**src/hdl/i2p_pkg.sv**
```systemverilog
// ----------------------------------------------------------------------------
// i2p_pkg
// Shared types, constants and character helpers for the infix-to-postfix
// converter: operator stack sizing, character codes, command/status structs.
// ----------------------------------------------------------------------------
package i2p_pkg;

	localparam int STACK_DEPTH = 32;
	localparam int PTR_W       = (STACK_DEPTH > 1) ? $clog2(STACK_DEPTH) : 1;
	localparam int CNT_W       = $clog2(STACK_DEPTH + 1);

	localparam logic [7:0] CH_CARET = 8'h5E;
	localparam logic [7:0] CH_STAR  = 8'h2A;
	localparam logic [7:0] CH_SLASH = 8'h2F;
	localparam logic [7:0] CH_PLUS  = 8'h2B;
	localparam logic [7:0] CH_MINUS = 8'h2D;
	localparam logic [7:0] CH_OPEN  = 8'h28;
	localparam logic [7:0] CH_CLOSE = 8'h29;

	// precedence ranks: -1 maps to 0 so that the order is kept unsigned
	localparam logic [1:0] RANK_NONE  = 2'd0;
	localparam logic [1:0] RANK_ADD   = 2'd1;
	localparam logic [1:0] RANK_MUL   = 2'd2;
	localparam logic [1:0] RANK_POW   = 2'd3;

	typedef enum logic [1:0] {
		CLS_ALNUM,
		CLS_OPEN,
		CLS_CLOSE,
		CLS_OTHER
	} char_class_t;

	typedef enum logic [1:0] {
		S_IDLE,
		S_RUN,
		S_FLUSH
	} state_t;

	typedef struct packed {
		logic load;
		logic push;
		logic pop_drop;
		logic emit_top;
		logic emit_char;
		logic drain;
		logic clear_err;
	} cmd_t;

	typedef struct packed {
		char_class_t cls;
		logic        eos;
		logic        count_zero;
		logic        full;
		logic        top_is_open;
		logic        top_pops;
		logic        pend_valid;
		logic        out_ready;
	} stat_t;

	function automatic logic [1:0] prec_rank(input logic [7:0] ch);
		logic [1:0] r;
		if (ch == CH_CARET)
			r = RANK_POW;
		else if (ch == CH_STAR || ch == CH_SLASH)
			r = RANK_MUL;
		else if (ch == CH_PLUS || ch == CH_MINUS)
			r = RANK_ADD;
		else
			r = RANK_NONE;
		return r;
	endfunction

	function automatic char_class_t char_class(input logic [7:0] ch);
		char_class_t c;
		if ((ch >= 8'h30 && ch <= 8'h39) || (ch >= 8'h41 && ch <= 8'h5A) ||
		    (ch >= 8'h61 && ch <= 8'h7A))
			c = CLS_ALNUM;
		else if (ch == CH_OPEN)
			c = CLS_OPEN;
		else if (ch == CH_CLOSE)
			c = CLS_CLOSE;
		else
			c = CLS_OTHER;
		return c;
	endfunction

	// true when an incoming character pops the stacked entry top
	function automatic logic pops_entry(input logic [7:0] top, input logic [7:0] ch);
		logic p;
		p = (prec_rank(top) >= prec_rank(ch)) && !(ch == CH_CARET && top == CH_CARET);
		return p;
	endfunction

endpackage

```
**src/hdl/i2p_dp.sv**
```systemverilog
// ----------------------------------------------------------------------------
// i2p_dp
// Datapath: current character, operator stack memory with registered top
// read, depth and bracket counters, sticky error, lookahead and output regs.
// ----------------------------------------------------------------------------
module i2p_dp (
	input  logic          clk,
	input  logic          arst_n,
	input  i2p_pkg::cmd_t cmd,
	output i2p_pkg::stat_t stat,
	input  logic [7:0]    in_char,
	input  logic          end_of_string,
	output logic          out_valid,
	input  logic          out_stall,
	output logic [7:0]    out_char,
	output logic          run_last,
	output logic          error_seen
);
	import i2p_pkg::*;

	logic [7:0]       stack_mem [STACK_DEPTH];
	logic [7:0]       top_q;
	logic [7:0]       ch_q;
	logic             eos_q;
	logic [CNT_W-1:0] count_q;
	logic [CNT_W-1:0] count_d;
	logic [CNT_W-1:0] count_m1;
	logic [PTR_W-1:0] rd_addr;
	logic [CNT_W-1:0] paren_q;
	logic             err_q;
	logic             item_err;
	logic             pop;
	logic             emit;
	logic             full;
	logic             pend_valid_q;
	logic [7:0]       pend_char_q;
	logic             pend_err_q;
	logic             out_valid_q;
	logic [7:0]       out_char_q;
	logic             run_last_q;
	logic             error_seen_q;
	logic             out_ready;
	logic             out_load;

	assign pop       = cmd.emit_top || cmd.pop_drop;
	assign emit      = cmd.emit_top || cmd.emit_char;
	assign full      = (count_q == CNT_W'(STACK_DEPTH));
	assign out_ready = !out_valid_q || !out_stall;
	assign out_load  = pend_valid_q && (emit || cmd.drain);

	always_comb begin
		count_d = count_q;
		if (cmd.push)
			count_d = count_q + CNT_W'(1);
		else if (pop)
			count_d = count_q - CNT_W'(1);
	end

	assign count_m1 = count_d - CNT_W'(1);
	assign rd_addr  = count_m1[PTR_W-1:0];

	// error this item will raise, judged before any pops
	always_comb begin
		unique case (char_class(in_char))
			CLS_OPEN:  item_err = full;
			CLS_CLOSE: item_err = (paren_q == '0);
			CLS_OTHER: item_err = full && !pops_entry(top_q, in_char);
			default:   item_err = 1'b0;
		endcase
	end

	always_ff @(posedge clk) begin
		if (cmd.push)
			stack_mem[count_q[PTR_W-1:0]] <= ch_q;
	end

	// top entry follows the depth it will have; forward a push
	always_ff @(posedge clk) begin
		if (cmd.push)
			top_q <= ch_q;
		else
			top_q <= stack_mem[rd_addr];
	end

	always_ff @(posedge clk) begin
		if (cmd.load) begin
			ch_q  <= in_char;
			eos_q <= end_of_string;
		end
		if (emit) begin
			pend_char_q <= cmd.emit_char ? ch_q : top_q;
			pend_err_q  <= err_q;
		end
		if (out_load) begin
			out_char_q   <= pend_char_q;
			run_last_q   <= cmd.drain;
			error_seen_q <= pend_err_q;
		end
	end

	always_ff @(posedge clk or negedge arst_n) begin
		if (!arst_n) begin
			count_q      <= '0;
			paren_q      <= '0;
			err_q        <= 1'b0;
			pend_valid_q <= 1'b0;
			out_valid_q  <= 1'b0;
		end else begin
			count_q <= count_d;
			if (cmd.push && ch_q == CH_OPEN)
				paren_q <= paren_q + CNT_W'(1);
			else if (pop && top_q == CH_OPEN)
				paren_q <= paren_q - CNT_W'(1);
			if (cmd.load)
				err_q <= err_q | item_err;
			else if (cmd.clear_err)
				err_q <= 1'b0;
			if (emit)
				pend_valid_q <= 1'b1;
			else if (cmd.drain)
				pend_valid_q <= 1'b0;
			if (out_load)
				out_valid_q <= 1'b1;
			else if (!out_stall)
				out_valid_q <= 1'b0;
		end
	end

	always_comb begin
		stat.cls         = char_class(ch_q);
		stat.eos         = eos_q;
		stat.count_zero  = (count_q == '0);
		stat.full        = full;
		stat.top_is_open = (top_q == CH_OPEN);
		stat.top_pops    = pops_entry(top_q, ch_q);
		stat.pend_valid  = pend_valid_q;
		stat.out_ready   = out_ready;
	end

	assign out_valid  = out_valid_q;
	assign out_char   = out_char_q;
	assign run_last   = run_last_q;
	assign error_seen = error_seen_q;

endmodule

```
**src/hdl/i2p_ctrl.sv**
```systemverilog
// ----------------------------------------------------------------------------
// i2p_ctrl
// Controller: accepts one character, then steps the shunting-yard decisions
// one stack operation per cycle unless stalled, and flushes at end of string.
// ----------------------------------------------------------------------------
module i2p_ctrl (
	input  logic           clk,
	input  logic           arst_n,
	input  logic           in_valid,
	output logic           in_stall,
	input  i2p_pkg::stat_t stat,
	output i2p_pkg::cmd_t  cmd
);
	import i2p_pkg::*;

	state_t state_q;
	state_t state_d;
	logic   run_done;

	always_ff @(posedge clk or negedge arst_n) begin
		if (!arst_n)
			state_q <= S_IDLE;
		else
			state_q <= state_d;
	end

	always_comb begin
		state_d  = state_q;
		cmd      = '0;
		in_stall = 1'b1;
		run_done = 1'b0;
		unique case (state_q)
			S_IDLE: begin
				in_stall  = stat.pend_valid && !stat.out_ready;
				cmd.drain = stat.pend_valid && stat.out_ready;
				if (in_valid && !in_stall) begin
					cmd.load = 1'b1;
					state_d  = S_RUN;
				end
			end
			S_RUN: begin
				if (stat.out_ready) begin
					unique case (stat.cls)
						CLS_ALNUM: begin
							cmd.emit_char = 1'b1;
							run_done      = 1'b1;
						end
						CLS_OPEN: begin
							cmd.push = !stat.full;
							run_done = 1'b1;
						end
						CLS_CLOSE: begin
							if (stat.count_zero) begin
								run_done = 1'b1;
							end else if (stat.top_is_open) begin
								cmd.pop_drop = 1'b1;
								run_done     = 1'b1;
							end else begin
								cmd.emit_top = 1'b1;
							end
						end
						CLS_OTHER: begin
							if (!stat.count_zero && stat.top_pops) begin
								cmd.emit_top = 1'b1;
							end else begin
								cmd.push = !stat.full;
								run_done = 1'b1;
							end
						end
					endcase
					if (run_done)
						state_d = stat.eos ? S_FLUSH : S_IDLE;
				end
			end
			S_FLUSH: begin
				if (stat.out_ready) begin
					if (!stat.count_zero) begin
						cmd.emit_top = 1'b1;
					end else begin
						cmd.clear_err = 1'b1;
						state_d       = S_IDLE;
					end
				end
			end
			default: state_d = S_IDLE;
		endcase
	end

endmodule

```
**src/hdl/infix_to_postfix_converter.sv**
```systemverilog
// ----------------------------------------------------------------------------
// infix_to_postfix_converter
// Shunting-yard converter from a stream of infix characters to postfix.
//
// Input channel (in_valid/in_stall): one character per transfer, with
// end_of_string marking the last character of an expression.
// Output channel (out_valid/out_stall): postfix characters; run_last marks the
// last character caused by one input transfer, error_seen carries the sticky
// error flag (unmatched close bracket or full stack) of the current string.
// An input that causes no output produces no transfer at all.
// Order of work: a transfer is taken in an idle cycle, then the run state pops
// stack entries and ends with the decision on the character; a letter, digit
// or non-popping operator needs only that decision. End of string adds a flush
// of the remaining entries. Each result waits in a lookahead register so that
// run_last is known, and leaves when the next result is made or the run drains.
// The pop loop of the stack (one entry per cycle unless stalled) sets the rate.
// When the receiver stalls, the output register holds and work pauses.
// Reset empties the stack and clears the error flag; the stack memory itself
// is not cleared.
// ----------------------------------------------------------------------------
module infix_to_postfix_converter (
	input  logic       clk,
	input  logic       arst_n,
	input  logic       in_valid,
	output logic       in_stall,
	input  logic [7:0] in_char,
	input  logic       end_of_string,
	output logic       out_valid,
	input  logic       out_stall,
	output logic [7:0] out_char,
	output logic       run_last,
	output logic       error_seen
);
	import i2p_pkg::*;

	cmd_t  cmd;
	stat_t stat;

	i2p_ctrl u_ctrl (
		.clk      (clk),
		.arst_n   (arst_n),
		.in_valid (in_valid),
		.in_stall (in_stall),
		.stat     (stat),
		.cmd      (cmd)
	);

	i2p_dp u_dp (
		.clk           (clk),
		.arst_n        (arst_n),
		.cmd           (cmd),
		.stat          (stat),
		.in_char       (in_char),
		.end_of_string (end_of_string),
		.out_valid     (out_valid),
		.out_stall     (out_stall),
		.out_char      (out_char),
		.run_last      (run_last),
		.error_seen    (error_seen)
	);

	a_no_push_full: assert property (@(posedge clk) disable iff (!arst_n)
		cmd.push |-> !stat.full)
		else $error("push issued on a full stack");

	a_no_pop_empty: assert property (@(posedge clk) disable iff (!arst_n)
		(cmd.emit_top || cmd.pop_drop) |-> !stat.count_zero)
		else $error("pop issued on an empty stack");

	a_emit_room: assert property (@(posedge clk) disable iff (!arst_n)
		((cmd.emit_top || cmd.emit_char) && stat.pend_valid) |-> stat.out_ready)
		else $error("lookahead result overwritten while output is blocked");

	a_load_then_work: assert property (@(posedge clk) disable iff (!arst_n)
		cmd.load |=> in_stall)
		else $error("new transfer taken before the previous one was processed");

endmodule

```
**config.mk**
```make
export PLATFORM = sky130hd
export DESIGN_NAME = infix_to_postfix_converter
export DESIGN_NICKNAME = d
export VERILOG_FILES = /design/src/hdl/i2p_pkg.sv /design/src/hdl/i2p_dp.sv /design/src/hdl/i2p_ctrl.sv /design/src/hdl/infix_to_postfix_converter.sv
export SDC_FILE = /design/constraint.sdc
export NUM_CORES = 1
export LEC_CHECK = 0
export BUFFER_PORTS_ARGS = -buffer_cell sky130_fd_sc_hd__buf_2
export CAP_MARGIN = 15
export CORE_MARGIN = 1
export CORE_UTILIZATION = 45
export CTS_CLUSTER_DIAMETER = 120
export DETAILED_ROUTE_END_ITERATION = 16
export HOLD_SLACK_MARGIN = 0.15
export MAX_ROUTING_LAYER = met4
export PLACE_DENSITY = 0.69
export SKIP_LAST_GASP = 1
export SYNTH_ARGS = -nofsm -noshare
export SYNTH_HDL_FRONTEND = slang
export SYNTH_SLANG_ARGS = --single-unit
```
**constraint.sdc**
```tcl
create_clock -name clk -period 6.5 [get_ports clk]
set_clock_uncertainty 0.15 [all_clocks]
set_input_delay 0 -clock clk [delete_from_list [all_inputs] [get_ports clk]]
set_output_delay 0 -clock clk [all_outputs]
set_load 0.02 [all_outputs]
```
==> results of run 1 <==
## metal layers
| layer | wire, um | track usage | vias to the layer above |
|---|---|---|---|
| met5 | 0 | - | - |
| met3 | 1490 | 0.0332 | 53 |
| li1 | - | - | 3190 |
| met1 | 11600 | 0.258 | 3561 |
| met2 | 12900 | 0.308 | 217 |
| met4 | 740 | 0.0589 | 0 |
## synth_stat cells (all sizes together), types with 9 or more instances
library cell,n,share of area
nor3,16,0.0073
clkbuf,9,0.0026
edfxtp,284,0.65
o21ai,9,0.0037
and2,11,0.0053
mux2i,16,0.012
a21oi,20,0.0077
dfrtp,17,0.033
inv,20,0.0058
nand2,90,0.026
and3,13,0.0066
nor2,47,0.014
buf,20,0.014
ha,16,0.015
xnor2,10,0.0073
mux4,58,0.10
## flip-flops by register name, summed over array words and instances, names as in the netlist, 2 cells and up, named ones only
signal / cells
u_dp.pend_char_q: 8
u_ctrl.state_q: 2
u_dp.out_char: 8
u_dp.paren_q: 6
u_dp.stack_mem: 256
u_dp.count_q: 6
u_dp.ch_q: 8
## worst max-delay path: stages (launching register included)
cell	delay (ns)
dfxtp_2	0.84
buf_4	0.39
mux4_2	0.23
nand2_1	0.06
a32o_1	0.28
nor3_1	0.53
nand2b_1	0.21
nor3_1	0.30
a32oi_1	0.20
ha_1	0.34
nand2b_1	0.14
a21oi_1	0.18
or3_1	0.18
o21a_1	0.45
nand2_1	0.37
nor2_1	0.63
## kinds of logic after synthesis
logic type / Yosys count / synth area share
fa+ha+maj: 17 / 0.0169
simple gates: 221 / 0.0853
compound gates: 79 / 0.0494
buf+inv: 50 / 0.0227
xor+xnor: 18 / 0.0132
flops: 306 / 0.694
mux: 81 / 0.118
## power groups by stage
stage          Sequential (mW)  Combinational, mW  Clock [mW]
2_1_floorplan             2.60               1.62           0
3_3_place_gp              2.67               2.08           0
3_5_place_dp              2.67               2.10           0
4_1_cts                   2.63               2.12        1.72
5_1_grt                   2.64               2.30        1.80
6_report                  2.62               2.13        1.70
## final cells by class
type / count / area, um^2
fill: 2163 / 13200
sequential: 306 / 9060
multi-input combinational: 416 / 3690
clock buffer: 33 / 741
timing repair buffer: 86 / 688
tap: 378 / 473
clock inverter: 19 / 219
inverter: 21 / 78.8
## worst max path at each step
stage	cells past startpoint	from	slack, ns	endpoint
finish	15	register	0.63	u_dp.stack_mem[30][2]
global route	15	register	0.16	u_dp.stack_mem[30][1]
CTS	15	register	0.63	u_dp.stack_mem[26][3]
detailed placement	15	register	0.67	u_dp.stack_mem[26][2]
global placement	15	register	0.76	u_dp.stack_mem[4][6]
floorplan	18	register	1.83	u_dp.stack_mem[13][0]
==> summary.txt, run 1 <==
Power and ir drop
  • Sw frac: 0.330
  • Worst VDD drop: 0.248 mV
  • Pleak: 5.09 nW
  • Reg power frac: 0.406
  • Clock power frac: 0.263
  • Internal Pwr Total: 4.32 mW
  • PwrDens: 431 nW/um^2
  • Net Sw Power: 2.13 mW
  • Logic pwr share: 0.330
  • Pwr Total: 6.45 mW

Route
  • DRT antenna net count: 0
  • DRC violations left: 0
  • Initial DRT Pass Iterations: 6
  • Final wirelength: 26700 um
  • 1st-iter DRT viols: 630
  • DR vias/cell: 5.58
  • Drt wl/cell: 21.2 um
  • Vias post-DR: 7021

Layout
  • Final core occ: 0.531
  • Synth-to-Final Area Change: 14.6%
  • Cell area after layout: 15000 um^2
  • Layout cell share with drive strength beyond 1: 0.224
  • Commonest non-fill, non-tap cell in the layout: edfxtp_1
  • Most frequent cells in the layout: edfxtp_1, nand2_1, mux4_2
  • Number of diodes: 0
  • Non-filler cells, final: 1259
  • Final #Nets: 890

Placed design
  • Post-DP Area: 13700 um^2
  • I/O Buffers: 24
  • Placed cell count: 1183
  • DP Worst Slack: 0.671 ns
  • HPWL after detailed placement: 17600 um
  • Final Wtd Congestion: 0.874

Logic synthesis
  • FF+latch count, synth: 306
  • Syn_nets: 802
  • Asr flop ratio synth: 0.0556
  • Number of synthesized flops with an enable pin: 284
  • Syn_area_per_cell: 16.9 um^2
  • Sequential area share after synthesis: 0.694
  • Top FF cell, synth: edfxtp_1
  • Cells after synthesis: 772
  • Mapped Area: 13000 um^2
  • Post-synth cell types: 73
  • Yosys warns: 0

Flow run
  • MaxCap Viol Count: 0

STA
  • Final worst-path cycle share: 0.903
  • Top achievable clock speed: 0.170 GHz
  • Final worst slack: 0.631 ns
  • Final Critical Period: 5.87 ns
  • Unrepaired setup endpoints after global routing: false
  • # setup viols final: 0
  • Hold_ws: 0.232 ns
  • Final Max Tran Viols: 0
  • Rel. slew slack: 0.276
  • Worst slew pin tran: 1.08 ns
  • Fin. Hold Viols: 0
  • Setup TNS: 0 ns

Status
  • Status: finished clean

Floorplan
  • Core area: 28200 um^2
  • FP Rows: 61
  • Die Wd: 172 um
  • Starting Density: 0.463
  • Die ar.: 29700 um^2
  • Top Ports: 25
  • Die H: 172 um

Clocking
  • Clock Path Buffers: 3
  • Num CTS Buffers: 29
  • Post-CTS setup buffer count: 0
  • Post-CTS Resized: 0
  • Hold Buf Count CTS: 23
  • Clk root buf: clkbuf_16
  • Clk slew on worst S/H paths: 0.07 ns
  • CTS sink cnt: 306
  • CTS tree: done
  • Clock latency at the later pin of the worst-skew pair: 0.56 ns
  • # H-tree levels: 1

Setup path
  • Register-to-Register Path Depth: 15
  • Crit path kind: register to register
  • WP data required: 6.55 ns
  • Critical Path Fanout Max: 27
  • FF-to-FF setup slack: 0.63 ns
  • Worst setup EP type: register
  • Crit start category: register
  • Reg2reg end: u_dp.stack_mem[30][2]
  • Worst Path Arrival: 5.91 ns

Min path
  • WHS Endpoint: u_ctrl.state_q[0]
  • Class of the worst hold path: input pin to register
  • Hold Crit Start: in_valid
  • Hold path cells: 5

Global routing
  • Largest net degree at the start of global routing: 43
  • Initial antenna violation count: 0
  • Vias in the first global route: 7021
  • Grt ovf: 0
  • Total GRT Usage: 0.194
  • First-pass GRT wire length: 41300 um
No activity file was read; power rests on OpenSTA's default activity.
==> inputs of run 2 (changes only) <==
==> constraint.sdc (replaced) <==
create_clock -name clk -period 6.5 [get_ports clk]
set_clock_uncertainty 0.15 [all_clocks]
set_input_delay 1.625 -clock clk [delete_from_list [all_inputs] [get_ports clk]]
set_output_delay 1.625 -clock clk [all_outputs]
set_load 0.02 [all_outputs]
==> run 2 against run 1 <==
Compared with the run above: combinational power about the same; count of clock-buffer cells in the layout stayed put; flip-flop and latch count unchanged; sequential power hardly changed; final cell count fell by 1.8%; via count fell by 1.9%; global-route usage down 0.14 points; non-clock buffer count decreased by 23; die area is the same; critical path type unchanged.
==> summary.txt, run 2 (synthesis gave the netlist of run 1 again) <==
Layout
  • Final core occ: 0.523 (-0.00817)
  • Synth-to-Final Area Change: 12.9%
  • Fillers: 2191 (+1.3%)
  • Final #Nets: 867 (-2.6%)
  • Cell area after layout: 14700 um^2 (-1.5%)
  • Most frequent cells in the layout: edfxtp_1, nand2_1, mux4_2
  • Non-filler cells, final: 1236 (-1.8%)
  • Max FFs per register: 256 (unchanged)
  • Number of diodes: 0 (unchanged)
  • Layout cell share with drive strength beyond 1: 0.230 (+0.00599)
  • Commonest non-fill, non-tap cell in the layout: edfxtp_1

STA
  • Final worst slack: 0.668 ns (+0.0370 ns)
  • Top achievable clock speed: 0.171 GHz (+0.64%)
  • Worst slew pin tran: 1.08 ns (-0.00175 ns)
  • Fin. Hold Viols: 0 (unchanged)
  • Final Max Tran Viols: 0 (unchanged)
  • Rel. slew slack: 0.277 (+0.00117)
  • Final worst-path cycle share: 0.897 (-0.00570)
  • Final Critical Period: 5.83 ns (-0.0370 ns)
  • Setup TNS: 0 ns (unchanged)
  • Unrepaired setup endpoints after global routing: false
  • # setup viols final: 0 (unchanged)

Setup path
  • Crit start category: register
  • Crit path kind: register to register
  • Slowest cell delay on critical path: 0.83 ns (about the same)
  • Slowest stage cell, crit path: dfxtp_2
  • Worst setup EP type: register
  • Critical Path Fanout Max: 27 (unchanged)
  • Crit-path cells: buf_4 > mux4_2 > nand2_1 > a32o_1 > nor3_1 > nand2b_1 > nor3_1 > a32oi_1 > ha_1 > nand2b_1 > a21oi_1 > or3_1 > o21a_1 > nand2_1 > nor2_1
  • Worst Path Arrival: 5.88 ns (-0.03 ns)
  • WP data required: 6.54 ns (about the same)

Clocking
  • Clock latency at the later pin of the worst-skew pair: 0.56 ns (about the same)
  • Clk slew on worst S/H paths: 0.06 ns (about the same)
  • Clock Path Buffers: 3 (unchanged)
  • CTS sink cnt: 306 (unchanged)
  • Num CTS Buffers: 29 (unchanged)
  • # H-tree levels: 1 (unchanged)
  • Clk root buf: clkbuf_16
  • Post-CTS setup buffer count: 0 (unchanged)
  • Post-CTS Resized: 0 (unchanged)
  • CTS tree: done
  • Hold Buf Count CTS: 0 (-100%)

Floorplan
  • Starting Density: 0.463 (unchanged)
  • Top Ports: 25 (unchanged)
  • Core area: 28200 um^2 (unchanged)
  • FP Rows: 61 (unchanged)
  • Die H: 172 um (unchanged)
  • Die ar.: 29700 um^2 (unchanged)
  • Die Wd: 172 um (unchanged)

Global routing
  • Met2 GRT Util: 0.302 (-0.00614)
  • Vias in the first global route: 6931 (-1.3%)
  • Total GRT Usage: 0.193 (-0.00145)
  • Grt ovf: 0 (unchanged)
  • First-pass GRT wire length: 40900 um (-0.82%)
  • Most used routing layer: met2
  • M1 GR Usage: 0.258 (-0.000590)
  • Largest net degree at the start of global routing: 43 (unchanged)
  • GRT met3 Usage: 0.0341 (+0.000916)
  • Initial antenna violation count: 0 (unchanged)

Flow run
  • MaxCap Viol Count: 0 (unchanged)

Power and ir drop
  • Pleak: 5.00 nW (-1.9%)
  • Worst VDD drop: 0.247 mV (-0.37%)
  • PwrDens: 437 nW/um^2 (+1.3%)

Status
  • Status: finished clean

Placed design
  • HPWL after detailed placement: 17600 um (unchanged)
  • Post-DP Area: 13700 um^2 (unchanged)
  • Placed cell count: 1183 (unchanged)
  • I/O Buffers: 24 (unchanged)
  • DP Worst Slack: 0.671 ns (unchanged)
  • Final Wtd Congestion: 0.874 (unchanged)

Route
  • DRC violations left: 0 (unchanged)
  • Initial DRT Pass Iterations: 5 (-1)
  • Drt wl/cell: 21.4 um (+0.66%)
  • Final wirelength: 26400 um (-1.2%)
  • 1st-iter DRT viols: 621 (-1.4%)
  • DRT antenna net count: 0 (unchanged)
  • Vias post-DR: 6891 (-1.9%)
  • DR vias/cell: 5.58 (about the same)

Min path
  • Class of the worst hold path: register to register
## run 2: power breakdown
part / internal (mW) / leakage, nW / switching [mW]
combinational: 0.916 / 1.73 / 1.20
clock: 0.980 / 0.450 / 0.715
sequential: 2.41 / 2.82 / 0.205
## run 2: layout make-up
type	count	area, um^2	area share
sequential	306	9060	0.615
multi-input combinational	416	3690	0.251
clock buffer	33	741	0.0503
tap	378	473	0.0321
timing repair buffer	63	458	0.0311
clock inverter	19	219	0.0149
inverter	21	78.8	0.00535
## run 2: path summary, 6_finish.rpt
path | from | end | slack [ns] | cells after the start
max in group asynchronous | arst_n | u_dp.count_q[1] | 5.07 | 1
hold / removal | u_dp.pend_char_q[1] | u_dp.out_char[1] | 0.27 | 0
setup / recovery | register | u_dp.stack_mem[30][2] | 0.67 | 15
hold reg to reg | u_dp.pend_char_q[1] | u_dp.out_char[1] | 0.27 | 0
min in group asynchronous | arst_n | u_dp.out_valid | 0.84 | 1
setup reg to reg | register | u_dp.stack_mem[30][2] | 0.67 | 15
## run 2: metrics by stage
| stage | hold WS, ns | total power, mW |
|---|---|---|
| 2_1_floorplan | 0.250 | 4.22 |
| 3_3_place_gp | 0.252 | 4.74 |
| 3_5_place_dp | 0.255 | 4.77 |
| 4_1_cts | 0.270 | 6.47 |
| 5_1_grt | 0.274 | 6.73 |
| 6_report | 0.269 | 6.43 |
## run 2: worst max-delay path: cells and delay by family, from the launching register on
| kind | cells | cell delay (ns) |
|---|---|---|
| flops | 1 | 0.83 |
| buf+inv | 1 | 0.39 |
| simple gates | 8 | 2.41 |
| fa+ha+maj | 1 | 0.34 |
| mux | 1 | 0.23 |
| compound gates | 4 | 1.10 |
## run 2: layer usage
metal	routed length (um)	vias up	share of wire
met3	1530	50	0.058
li1	-	3149	-
met2	12700	204	0.48
met5	0	-	0
met4	760	0	0.029
met1	11500	3488	0.43
==> inputs of run 3 (changes only) <==
--- a/config.mk
+++ b/config.mk
@@ -9,6 +9,7 @@
 export CAP_MARGIN = 15
 export CORE_MARGIN = 1
 export CORE_UTILIZATION = 45
+export CTS_BUF_LIST = sky130_fd_sc_hd__clkbuf_8
 export CTS_CLUSTER_DIAMETER = 120
 export DETAILED_ROUTE_END_ITERATION = 16
 export HOLD_SLACK_MARGIN = 0.15
==> run 3 against run 2 <==
Compared with the run above: register-to-register slack better by 0.02 ns; final cell count grew 2.6%; combinational power about the same; sequential share of layout area rose by 0.67 points; die area did not move; critical path type unchanged; highest routed layer unchanged.
==> summary.txt, run 3 (synthesis gave the netlist of run 1 again) <==
Placed design
  • HPWL after detailed placement: 17600 um (unchanged)
  • Placed cell count: 1183 (unchanged)
  • I/O Buffers: 24 (unchanged)
  • Final Wtd Congestion: 0.874 (unchanged)

Power and ir drop
  • Logic pwr share: 0.345 (+0.016)
  • Reg power frac: 0.429 (+0.022)
  • Clock power frac: 0.226 (-0.038)
  • Worst VDD drop: 0.182 mV (-26%)
  • PwrDens: 420 nW/um^2 (-3.9%)
  • Net Sw Power: 2.10 mW (-0.96%)
  • Sw frac: 0.343 (+0.0137)
  • Pleak: 5.03 nW (+0.59%)
  • Internal Pwr Total: 4.02 mW (-6.9%)

Route
  • Final wirelength: 26500 um (+0.43%)
  • DRC violations left: 0 (unchanged)
  • Drt wl/cell: 20.9 um (-2.1%)
  • 1st-iter DRT viols: 589 (-5.2%)
  • DRT antenna net count: 0 (unchanged)
  • DR vias/cell: 5.53 (-0.88%)
  • Vias post-DR: 7007 (+1.7%)
  • Initial DRT Pass Iterations: 5 (unchanged)

STA
  • Final Critical Period: 5.81 ns (-0.0198 ns)
  • Final Max Tran Viols: 0 (unchanged)
  • Final worst-path cycle share: 0.894 (-0.00305)
  • Setup TNS: 0 ns (unchanged)
  • Worst slew pin tran: 1.11 ns (+0.0294 ns)
  • Top achievable clock speed: 0.172 GHz (+0.34%)
  • # setup viols final: 0 (unchanged)
  • Unrepaired setup endpoints after global routing: false
  • Rel. slew slack: 0.258 (-0.0197)
  • Fin. Hold Viols: 0 (unchanged)

Clocking
  • Hold Buf Count CTS: 0 (unchanged)
  • Num CTS Buffers: 47 (+62%)
  • Clk root buf: clkbuf_8
  • Post-CTS setup buffer count: 0 (unchanged)
  • Clk slew on worst S/H paths: 0.06 ns (about the same)
  • CTS tree: done
  • CTS sink cnt: 306 (unchanged)
  • Clock Path Buffers: 3 (unchanged)
  • # H-tree levels: 2 (+1)
  • Post-CTS Resized: 0 (unchanged)
  • Clock latency at the later pin of the worst-skew pair: 0.56 ns (about the same)

Floorplan
  • Die H: 172 um (unchanged)
  • Top Ports: 25 (unchanged)
  • Core area: 28200 um^2 (unchanged)
  • Starting Density: 0.463 (unchanged)
  • Die Wd: 172 um (unchanged)
  • FP Rows: 61 (unchanged)
  • Die ar.: 29700 um^2 (unchanged)

Setup path
  • Crit path kind: register to register
  • Critical Path Fanout Max: 27 (unchanged)
  • Worst setup EP type: register
  • Worst Path Arrival: 6.14 ns (+0.26 ns)
  • WP data required: 6.83 ns (+0.29 ns)
  • Crit start category: register

Global routing
  • First-pass GRT wire length: 40800 um (-0.25%)
  • Grt ovf: 0 (unchanged)
  • Total GRT Usage: 0.194 (+0.000778)
  • Vias in the first global route: 7033 (+1.5%)
  • Largest net degree at the start of global routing: 43 (unchanged)
  • Initial antenna violation count: 0 (unchanged)

Layout
  • Most frequent cells in the layout: edfxtp_1, nand2_1, mux4_2
  • Layout cell share with drive strength beyond 1: 0.239 (+0.00972)
  • Number of diodes: 0 (unchanged)
  • Final #Nets: 885 (+2.1%)
  • Non-filler cells, final: 1268 (+2.6%)
  • Max FFs per register: 256 (unchanged)
  • Commonest non-fill, non-tap cell in the layout: edfxtp_1
  • Fillers: 2240 (+2.2%)
  • Synth-to-Final Area Change: 11.6%

Status
  • Status: finished clean

Min path
  • Class of the worst hold path: register to register

Flow run
  • MaxCap Viol Count: 0 (unchanged)
[run 3: cell types whose count changed in the layout (fill, tap and decap cells not counted), sizes merged]
cell,previous run,this run
bufinv,4,0
clkbuf,33,48
clkinv,10,17
clkinvlp,5,2
inv,21,38
[run 3: worst paths after layout]
kind / from / end / slack, ns / cells after the start
min: u_dp.pend_char_q[5] / u_dp.out_char[5] / 0.27 / 0
min reg2reg: u_dp.pend_char_q[5] / u_dp.out_char[5] / 0.27 / 0
max: register / register / 0.69 / 19
max in group asynchronous: arst_n / u_dp.count_q[2] / 5.06 / 1
max reg2reg: register / register / 0.69 / 19
min in group asynchronous: arst_n / u_dp.out_valid / 0.84 / 1
[run 3: cell type report]
class                   instances  area [um^2]  share of cell area
well taps                     378          473              0.0325
clock inverters                36          153              0.0105
inverters                      21         78.8             0.00541
multi-input cells             416         3690               0.254
flip-flops and latches        306         9060               0.622
clock buffers                  48          661              0.0454
repair buffers                 63          445              0.0306
[run 3: per-layer routing]
layer  routed length (um)  track usage  vias up
met3                 1690       0.0414       51
met5                    0            -        -
li1                     -            -     3198
met4                  839       0.0723        0
met2                12800        0.301      216
met1                11200        0.252     3542
[run 3: power by group through the flow]
stage          registers (mW)  logic (mW)  clock network, mW
3_5_place_dp             2.67        2.10                  0
3_3_place_gp             2.67        2.08                  0
2_1_floorplan            2.60        1.62                  0
5_1_grt                  2.65        2.28               1.49
6_report                 2.62        2.11               1.38
4_1_cts                  2.63        2.11               1.41
[run 3: worst max-delay path, cell delays in order (launching register included)]
cell      delay (ns)
dfxtp_2         0.82
buf_4           0.39
mux4_2          0.24
nand2_1         0.06
a32o_1          0.26
nor3_1          0.55
nand2b_1        0.22
nor3_1          0.30
a32oi_1         0.20
ha_1            0.34
nand2b_1        0.14
a21oi_1         0.18
nor4_1          0.09
o2111a_1        0.28
a221oi_4        0.47
nand2b_2        0.12
xnor2_1         0.30
ha_1            0.26
nor3b_2         0.19
xor2_1          0.15
[run 3: metrics by stage]
| stage | instance area [um^2] | util | worst slack [ns] | power (mW) | hold WS [ns] |
|---|---|---|---|---|---|
| 2_1_floorplan | 13000 | - | 1.83 | 4.22 | 0.250 |
| 3_3_place_gp | 13700 | 0.488 | 0.763 | 4.74 | 0.252 |
| 6_report | 14600 | 0.517 | 0.688 | 6.11 | 0.269 |
| 4_1_cts | 14500 | 0.517 | 0.639 | 6.15 | 0.267 |
| 5_1_grt | 14600 | 0.517 | 0.169 | 6.42 | 0.273 |
| 3_5_place_dp | 13700 | 0.488 | 0.671 | 4.77 | 0.255 |
